`src/rtl/pipc_ram.sv`:
```
// Generic single-port-write, single-port-read RAM with a registered read.
`timescale 1ns / 1ps

module pipc_ram #(
	parameter int WIDTH = 8,
	parameter int DEPTH = 16,
	parameter int AW = (DEPTH > 1) ? $clog2(DEPTH) : 1
) (
	input  logic             clk,
	input  logic             wr_en,
	input  logic [AW-1:0]    wr_addr,
	input  logic [WIDTH-1:0] wr_data,
	input  logic             rd_en,
	input  logic [AW-1:0]    rd_addr,
	output logic [WIDTH-1:0] rd_data
);

	logic [WIDTH-1:0] mem [DEPTH];

	always_ff @(posedge clk) begin
		if (wr_en) begin
			mem[wr_addr] <= wr_data;
		end
	end

	always_ff @(posedge clk) begin
		if (rd_en) begin
			rd_data <= mem[rd_addr];
		end
	end

endmodule

```
`config.mk`:
```
export PLATFORM = sky130hd
export DESIGN_NAME = pipc_ram
export DESIGN_NICKNAME = d
export VERILOG_FILES = /design/src/rtl/pipc_ram.sv
export SDC_FILE = /design/constraint.sdc
export NUM_CORES = 1
export LEC_CHECK = 0
export BUFFER_PORTS_ARGS = -buffer_cell sky130_fd_sc_hd__buf_2
export CAP_MARGIN = 20
export CELL_PAD_IN_SITES_DETAIL_PLACEMENT = 1
export CELL_PAD_IN_SITES_GLOBAL_PLACEMENT = 1
export CORE_ASPECT_RATIO = 1.5
export CORE_MARGIN = 2
export CORE_UTILIZATION = 40
export CTS_BUF_LIST = sky130_fd_sc_hd__clkbuf_16
export CTS_CLUSTER_SIZE = 25
export DETAILED_ROUTE_END_ITERATION = 6
export PLACE_DENSITY_LB_ADDON = 0.1
export SLEW_MARGIN = 20
export SYNTH_ARGS = -nofsm -noshare
export SYNTH_HDL_FRONTEND = slang
export SYNTH_SLANG_ARGS = --single-unit
```
`constraint.sdc`:
```
create_clock -name clk -period 1.7 [get_ports clk]
set_input_delay 0 -clock clk [delete_from_list [all_inputs] [get_ports clk]]
set_output_delay 0 -clock clk [all_outputs]
set_load 0.03 [all_outputs]
```
==> run summary <==
root buf cell -> clkbuf_16
Tcrit/Tclk final -> 88.4%
row count -> 51
Chip Height -> 144 µm
Nets -> 315
setup TNS -> 0 ns
dpl hpwl -> 7.22 mm
GPL Wtd Cong -> 0.711
WL per Instance -> 23.2 µm
fraction of power consumed by the clock network -> 46.6%
Hold WS -> 0.169 ns
CP Class -> reg2reg
share of power burned in registers -> 48.3%
Placed Area -> 0.00568 mm²
Net Sw Power -> 1520 µW
die width -> 97.3 µm
synth warn -> 0
CTS max path bufs -> 2
skew final -> 0.00470 ns
Yosys reg bits -> 136
Worst VDD drop -> 623 µV
worst-path fanout max -> 1
# port buffers -> 26
Tightest Hold Check Type -> in2reg
Non-Filler Instances -> 468
Avg Inst Size Synth -> 22.8 µm²
r2r worst-path depth -> 3
routed wire length -> 10.8 mm
synth unique cells -> 18
crit path DAT -> 1.65 ns
CTS sink cnt -> 136
WP data required -> 1.85 ns
Clk pin slew, worst setup/hold paths -> 0.05 ns
crit path cell chain -> mux4_1 > a22oi_1 > nand2_1
P_int -> 6350 µW
Static Leak -> 0.00218 µW
vias per cell -> 5.37
syn nets -> 248
Detailed Route Iter0 Violations -> 190
Pwr Density -> 1240 mW/mm²
post-layout min period -> 1.50 ns
H-tree Lvls -> 4
Antenna Nets Post-Route -> 0
Num CTS Buffers -> 17
Final Hold Vio Count -> 0
DR pass1 iterations -> 4
DIE AREA -> 0.0140 mm²
Remaining Overflow, GRT -> 0
CTS tree -> yes
status -> complete, no violations
sequential area share after synthesis -> 78.1%
initial antenna violation count -> 0
vias in the first global route -> 2818
Hold Crit Depth -> 3
# setup viols final -> 0
slowest stage cell, crit path -> mux4_1
Core Box Area -> 0.0129 mm²
share of post-route cells with drive strength above 1 -> 29.8%
Worst Setup Start Kind -> flop
timing-limited maximum frequency -> 666 MHz
Initial Utilization -> 40.6%
Worst-Margin Slew -> 0.460 ns
Slew Limit Fails -> 0
post-layout util -> 49.4%
Slew HR -> 69.4%
power share of the combinational group -> 5.1%
Max Cap Viol -> 0
Ant. Diodes -> 0
P&R area growth vs syn -> 21.8%
Clock Latency Late Sink -> 0.40 ns
Cells after DPL -> 427
cell area after layout -> 0.00637 mm²
max incr delay on CP -> 0.52 ns
CP endpoint kind -> flop
RSZ-0062 raised after global routing -> false
Post-Syn Instances -> 229
Synth Cell Area -> 0.00523 mm²
DRC violations left -> 0
switching share of total power -> 19.3%
pin count of the biggest net entering global routing -> 33
first-pass GRT wire length -> 16.5 mm
Ports -> 27
DR vias -> 2512
GR Util All Layers -> 16.6%
final timing paths:
kind / start / end / slack (ns)
setup / recovery: mem[9][1] / rd_data[1] / 0.20
hold / removal: wr_addr[0] / mem[4][6] / 0.17
setup reg to reg: mem[9][1] / rd_data[1] / 0.20
hold reg to reg: mem[12][4] / rd_data[4] / 0.75
sequential cells by signal, summed over array words and instances (netlist names):
name     count
mem        128
rd_data      8
layer usage:
| layer | vias to the layer above | part of all wire (%) | GRT usage [%] |
|---|---|---|---|
| li1 | 1115 | - | - |
| met1 | 1320 | 39 | 18.5 |
| met4 | 0 | 2.1 | 7.68 |
| met3 | 18 | 3.1 | 3.19 |
| met2 | 59 | 56 | 30.8 |
| met5 | - | 0 | 0 |
metrics by stage:
stage	worst slack [ns]	power [µW]
after global routing	0.127	8060
final	0.198	7870
after CTS	0.169	7930
after global placement	0.107	4250
after floorplan	0.207	4090
after detailed placement	0.0896	4260
worst max-delay path, delay by kind of cell, from the launching register on:
| family | cells | cell delay, ns |
|---|---|---|
| multiplexers | 1 | 0.52 |
| flip-flops | 1 | 0.37 |
| AO/OA/AOI/OAI | 1 | 0.28 |
| AND/OR/NAND/NOR | 1 | 0.08 |
Yosys cell counts, drive strengths merged:
cell type / count / area share, %
or3b: 1 / 0.17
nand3b: 2 / 0.29
a22oi: 16 / 2.3
and2b: 1 / 0.14
nor3: 4 / 0.38
edfxtp: 136 / 78
nand3: 1 / 0.096
nor2: 13 / 0.93
mux4: 32 / 15
buf: 7 / 1.1
nor2b: 1 / 0.12
and2: 1 / 0.12
nand2: 9 / 0.65
clkdlybuf4s25: 3 / 0.57
nand2b: 2 / 0.24
cells in the final DEF (no fill, tap or decap), drive strengths merged:
master and instances:
bufinv 4, and2 1, nand2 9, dlygate4sd3 9, and2b 1, inv 5, nand2b 2, nor2 13
clkbuf 17, mux4 32, a22oi 16, buf 49, nor2b 1, nand3 1, clkinv 4, or3b 1
nor3 4, edfxtp 136, nand3b 2, clkinvlp 2
cells by family (layout without fill, tap and decap cells):
| group | after synthesis | in the layout | synth area share [%] |
|---|---|---|---|
| compound gates | 16 | 16 | 2.30 |
| buf+inv | 10 | 90 | 1.65 |
| flops | 136 | 136 | 78.1 |
| mux | 32 | 32 | 14.8 |
| simple gates | 35 | 35 | 3.14 |
final cells by class:
class                   count  area (µm²)
fillers                  1195        6520
flip-flops and latches    136        4080
multi-input cells          83        1060
repair buffers             58         430
clock buffers              17         425
well taps                 159         199
clock inverters            15         170
power groups by stage:
stage	Combinational, µW	Sequential (µW)	Clock, µW
floorplan	191	3900	0
global placement	389	3870	0
detailed placement	395	3870	0
CTS	413	3800	3720
global route	437	3810	3820
finish	402	3800	3670
timing repair:
action                    in CTS  in global routing
buffers inserted               0                  0
resized for setup              0                  0
hold buffers                   9                  0
hold endpoints to repair     124                  0
No activity file was read; power rests on OpenSTA's default activity.
