`src/rtl/pipc_pkg.sv`:
```
// Shared constants and types of the per-source packet counter.
`timescale 1ns / 1ps

package pipc_pkg;

	localparam int TABLE_ENTRIES = 1024;
	localparam int IDX_W = (TABLE_ENTRIES > 1) ? $clog2(TABLE_ENTRIES) : 1;
	localparam int CNT_W = $clog2(TABLE_ENTRIES + 1);
	localparam int ADDR_W = 32;
	localparam int COUNT_W = 32;

	localparam logic [ADDR_W-1:0] HASH_MULT = 32'h9E37_79B1;

	localparam logic [0:0] REQ_COUNT = 1'b0;
	localparam logic [0:0] REQ_LOOKUP = 1'b1;

	typedef struct packed {
		logic valid;
		logic [ADDR_W-1:0] key;
		logic [COUNT_W-1:0] count;
	} entry_t;

	localparam int ENTRY_W = $bits(entry_t);

endpackage

```
`src/rtl/pipc_hash.sv`:
```
// Multiplicative hash from a source address to a home slot of the table.
`timescale 1ns / 1ps

module pipc_hash (
	input  logic                       clk,
	input  logic                       load,
	input  logic [pipc_pkg::ADDR_W-1:0] addr,
	output logic [pipc_pkg::IDX_W-1:0] index
);
	import pipc_pkg::*;

	logic [ADDR_W-1:0] prod_q;
	logic [IDX_W-1:0]  top_bits;
	logic [CNT_W-1:0]  top_ext;
	logic [CNT_W-1:0]  reduced;

	always_ff @(posedge clk) begin
		if (load) begin
			prod_q <= addr * HASH_MULT;
		end
	end

	// The top bits stay below twice the table size, so one subtraction reduces them.
	always_comb begin
		top_bits = prod_q[ADDR_W-1 -: IDX_W];
		top_ext = CNT_W'(top_bits);
		if (top_ext >= CNT_W'(TABLE_ENTRIES)) begin
			reduced = top_ext - CNT_W'(TABLE_ENTRIES);
		end else begin
			reduced = top_ext;
		end
		index = reduced[IDX_W-1:0];
	end

endmodule

```
`config.mk`:
```
export PLATFORM = sky130hd
export DESIGN_NAME = pipc_hash
export DESIGN_NICKNAME = d
export VERILOG_FILES = /design/src/rtl/pipc_pkg.sv /design/src/rtl/pipc_hash.sv
export SDC_FILE = /design/constraint.sdc
export NUM_CORES = 1
export LEC_CHECK = 0
export ABC_AREA = 1
export BUFFER_PORTS_ARGS = -buffer_cell sky130_fd_sc_hd__buf_2
export CAP_MARGIN = 20
export CORE_MARGIN = 8
export CORE_UTILIZATION = 45
export DETAILED_ROUTE_END_ITERATION = 12
export GPL_ROUTABILITY_DRIVEN = 1
export HOLD_SLACK_MARGIN = 0.03
export SETUP_SLACK_MARGIN = 0.15
export SLEW_MARGIN = 15
export SYNTH_ARGS = -nofsm -noshare
export SYNTH_HDL_FRONTEND = slang
export SYNTH_SLANG_ARGS = --single-unit
```
`constraint.sdc`:
```
create_clock -name clk -period 8.75 [get_ports clk]
set_input_delay 1.3125 -clock clk [delete_from_list [all_inputs] [get_ports clk]]
set_output_delay 1.3125 -clock clk [all_outputs]
set_load 0.05 [all_outputs]
```
==> results.json <==
{
  "ys_warn_count": 0,
  "hold_buffers": 0,
  "drtIter0Drc": 191,
  "antennaDiodeCount": 0,
  "final_nets": 1547,
  "portBuffers": 43,
  "cts.sinks": 10,
  "grt_pass1_wl_um": 38300,
  "vias": 6683,
  "fin_tns_setup_ns": 0,
  "status": "complete, no violations",
  "netlist_area_mm2": 0.00955,
  "largest_register_ffs": 10,
  "drv_slew": 0,
  "ctsResizeCount": 0,
  "cts_tree": "done",
  "async_flop_share_pct": 0,
  "regMostFlops": "prod_q",
  "period_share_pct": 83.9,
  "dp.cells": 1396,
  "postRouteAntennaNets": 0,
  "ys_top_cells_by_area": "fa_1 (43%), ha_1 (24%), inv_1 (15%)",
  "setup_viol": 0,
  "drcViolationCount": 0,
  "die-area_mm2": 0.0261,
  "yosysTopAreaCell": "fa_1",
  "rows": 53,
  "place_congestion": 0.927,
  "die_w_um": 162,
  "synth_common_cells": "inv_1 (384), fa_1 (203), ha_1 (184)",
  "period_needed_ns": 7.34,
  "ctsRootBufferMaster": "clkbuf_16",
  "clkTransAtPathRegs_ns": 0.04,
  "min_path_type": "input port to flip-flop",
  "design_area_mm2": 0.0102,
  "rsz0062_at_grt": "false",
  "fillCellCount": 2115,
  "fin_ws_ns": 1.41,
  "avgSynthCellArea_um2": 8.86,
  "wl_per_cell_um": 16.8,
  "grt_max_degree": 15,
  "placed_cell_area_mm2": 0.0101,
  "max_clock_freq_ghz": 0.136,
  "placeableCoreArea_mm2": 0.0210,
  "largestRegisters": "prod_q x10",
  "antenna_found_initial": 0,
  "initial_core_util_pct": 45.6,
  "crit_path_end_kind": "flip-flop",
  "crit_fanout": 7,
  "grt_overflow": 0,
  "cap_violations": 0,
  "dpl.hpwl_um": 21600,
  "die_h_um": 162,
  "vias_per_cell": 4.77,
  "wl_um": 23500,
  "syn_nets": 1499,
  "required_ns": 8.75,
  "synth_top_flop_cell": "edfxtp_1",
  "yosysMostFrequentCell": "inv_1",
  "htreeDepth": 1,
  "cts_buffer_depth": 2,
  "synth.distinct_cells": 33,
  "track_usage_pct": 19.0,
  "startpoint_type": "input port",
  "worst_pin_slew_ns": 0.448,
  "postCtsSetupBuffers": 0,
  "hold_viol_final": 0,
  "yosysTopAreaCellShare_pct": 42.6,
  "cts_buffers": 3,
  "slew_headroom_pct": 70.1,
  "crit_type": "input port to flip-flop",
  "area_growth_pct": 6.68,
  "synth_edf_count": 10,
  "io_pins": 44,
  "synthCells": 1078,
  "dp_slack_ns": 1.14,
  "fin_cells": 1400,
  "ys_ff_latch": 10,
  "yosysSeqAreaShare_pct": 3.15,
  "cp.arrival_ns": 7.34,
  "grt_pass1_vias": 7471,
  "drive_above_1_share_pct": 5.96,
  "dr.pass1.iters": 4
}
==> kinds of logic after synthesis <==
| family | synth area share [%] |
|---|---|
| compound gates | 3.20 |
| flops | 3.15 |
| buf+inv | 15.4 |
| fa+ha+maj | 66.7 |
| simple gates | 9.74 |
| xor+xnor | 1.82 |
==> critical path, cell delays in order <==
cell and delay [ns]:
buf_2 0.26, inv_1 0.19, fa_1 0.46, fa_1 0.53, inv_1 0.06, fa_1 0.44
fa_1 0.54, inv_1 0.05, fa_1 0.50, fa_1 0.50, inv_1 0.05, fa_1 0.47
inv_1 0.05, fa_1 0.49, inv_1 0.05, ha_1 0.38, nand2_1 0.12, nor3_1 0.20
nand2_1 0.09, or2_1 0.23, and3_1 0.20, nand3_1 0.08, nand2_1 0.05
==> path summary, 6_finish.rpt <==
| check | start | to | slack [ns] | cells past startpoint |
|---|---|---|---|---|
| min | load | prod_q[26] | 1.45 | 1 |
| max | addr[14] | prod_q[31] | 1.41 | 23 |
==> routing by layer <==
metal	part of all wire, %	up-vias	routed length, µm	track usage, %
met5	0	-	0	0
met4	2.4	0	567	4.59
met3	3.4	39	797	1.92
met2	51	106	12100	35.4
met1	43	3284	10100	23.2
li1	-	3254	-	-
==> cell usage in the layout (no fill, tap or decap), drive strengths merged, types with 2 or more instances in the layout <==
cell and n:
a21o 4, xor2 14, fa 203, buf 43, edfxtp 10, a31oi 2
nand2 143, nand3b 5, nand3 22, clkbuf 3, xnor2 5, nor2 33
nand4 6, nor3 5, inv 392, o21ai 17, a21oi 25, ha 184
==> cell type report <==
type                    instances  area, µm²  area share, %
clock buffers                   3       75.1          0.737
clock inverters                 1       3.75         0.0369
inverters                     392       1470           14.4
multi-input cells             676       7770           76.3
flip-flops and latches         10        300           2.95
well taps                     275        344           3.38
repair buffers                 43        215           2.11
==> per-stage QoR <==
step,hold slack (ns),utilization [%]
after floorplan,1.43,-
after global placement,1.69,48.2
after detailed placement,1.69,48.2
after CTS,1.44,48.6
after global routing,1.46,48.6
final,1.45,48.6
Power is not shown: default switching activity piles up to over one toggle a cycle in this logic, so the estimate is an artifact.
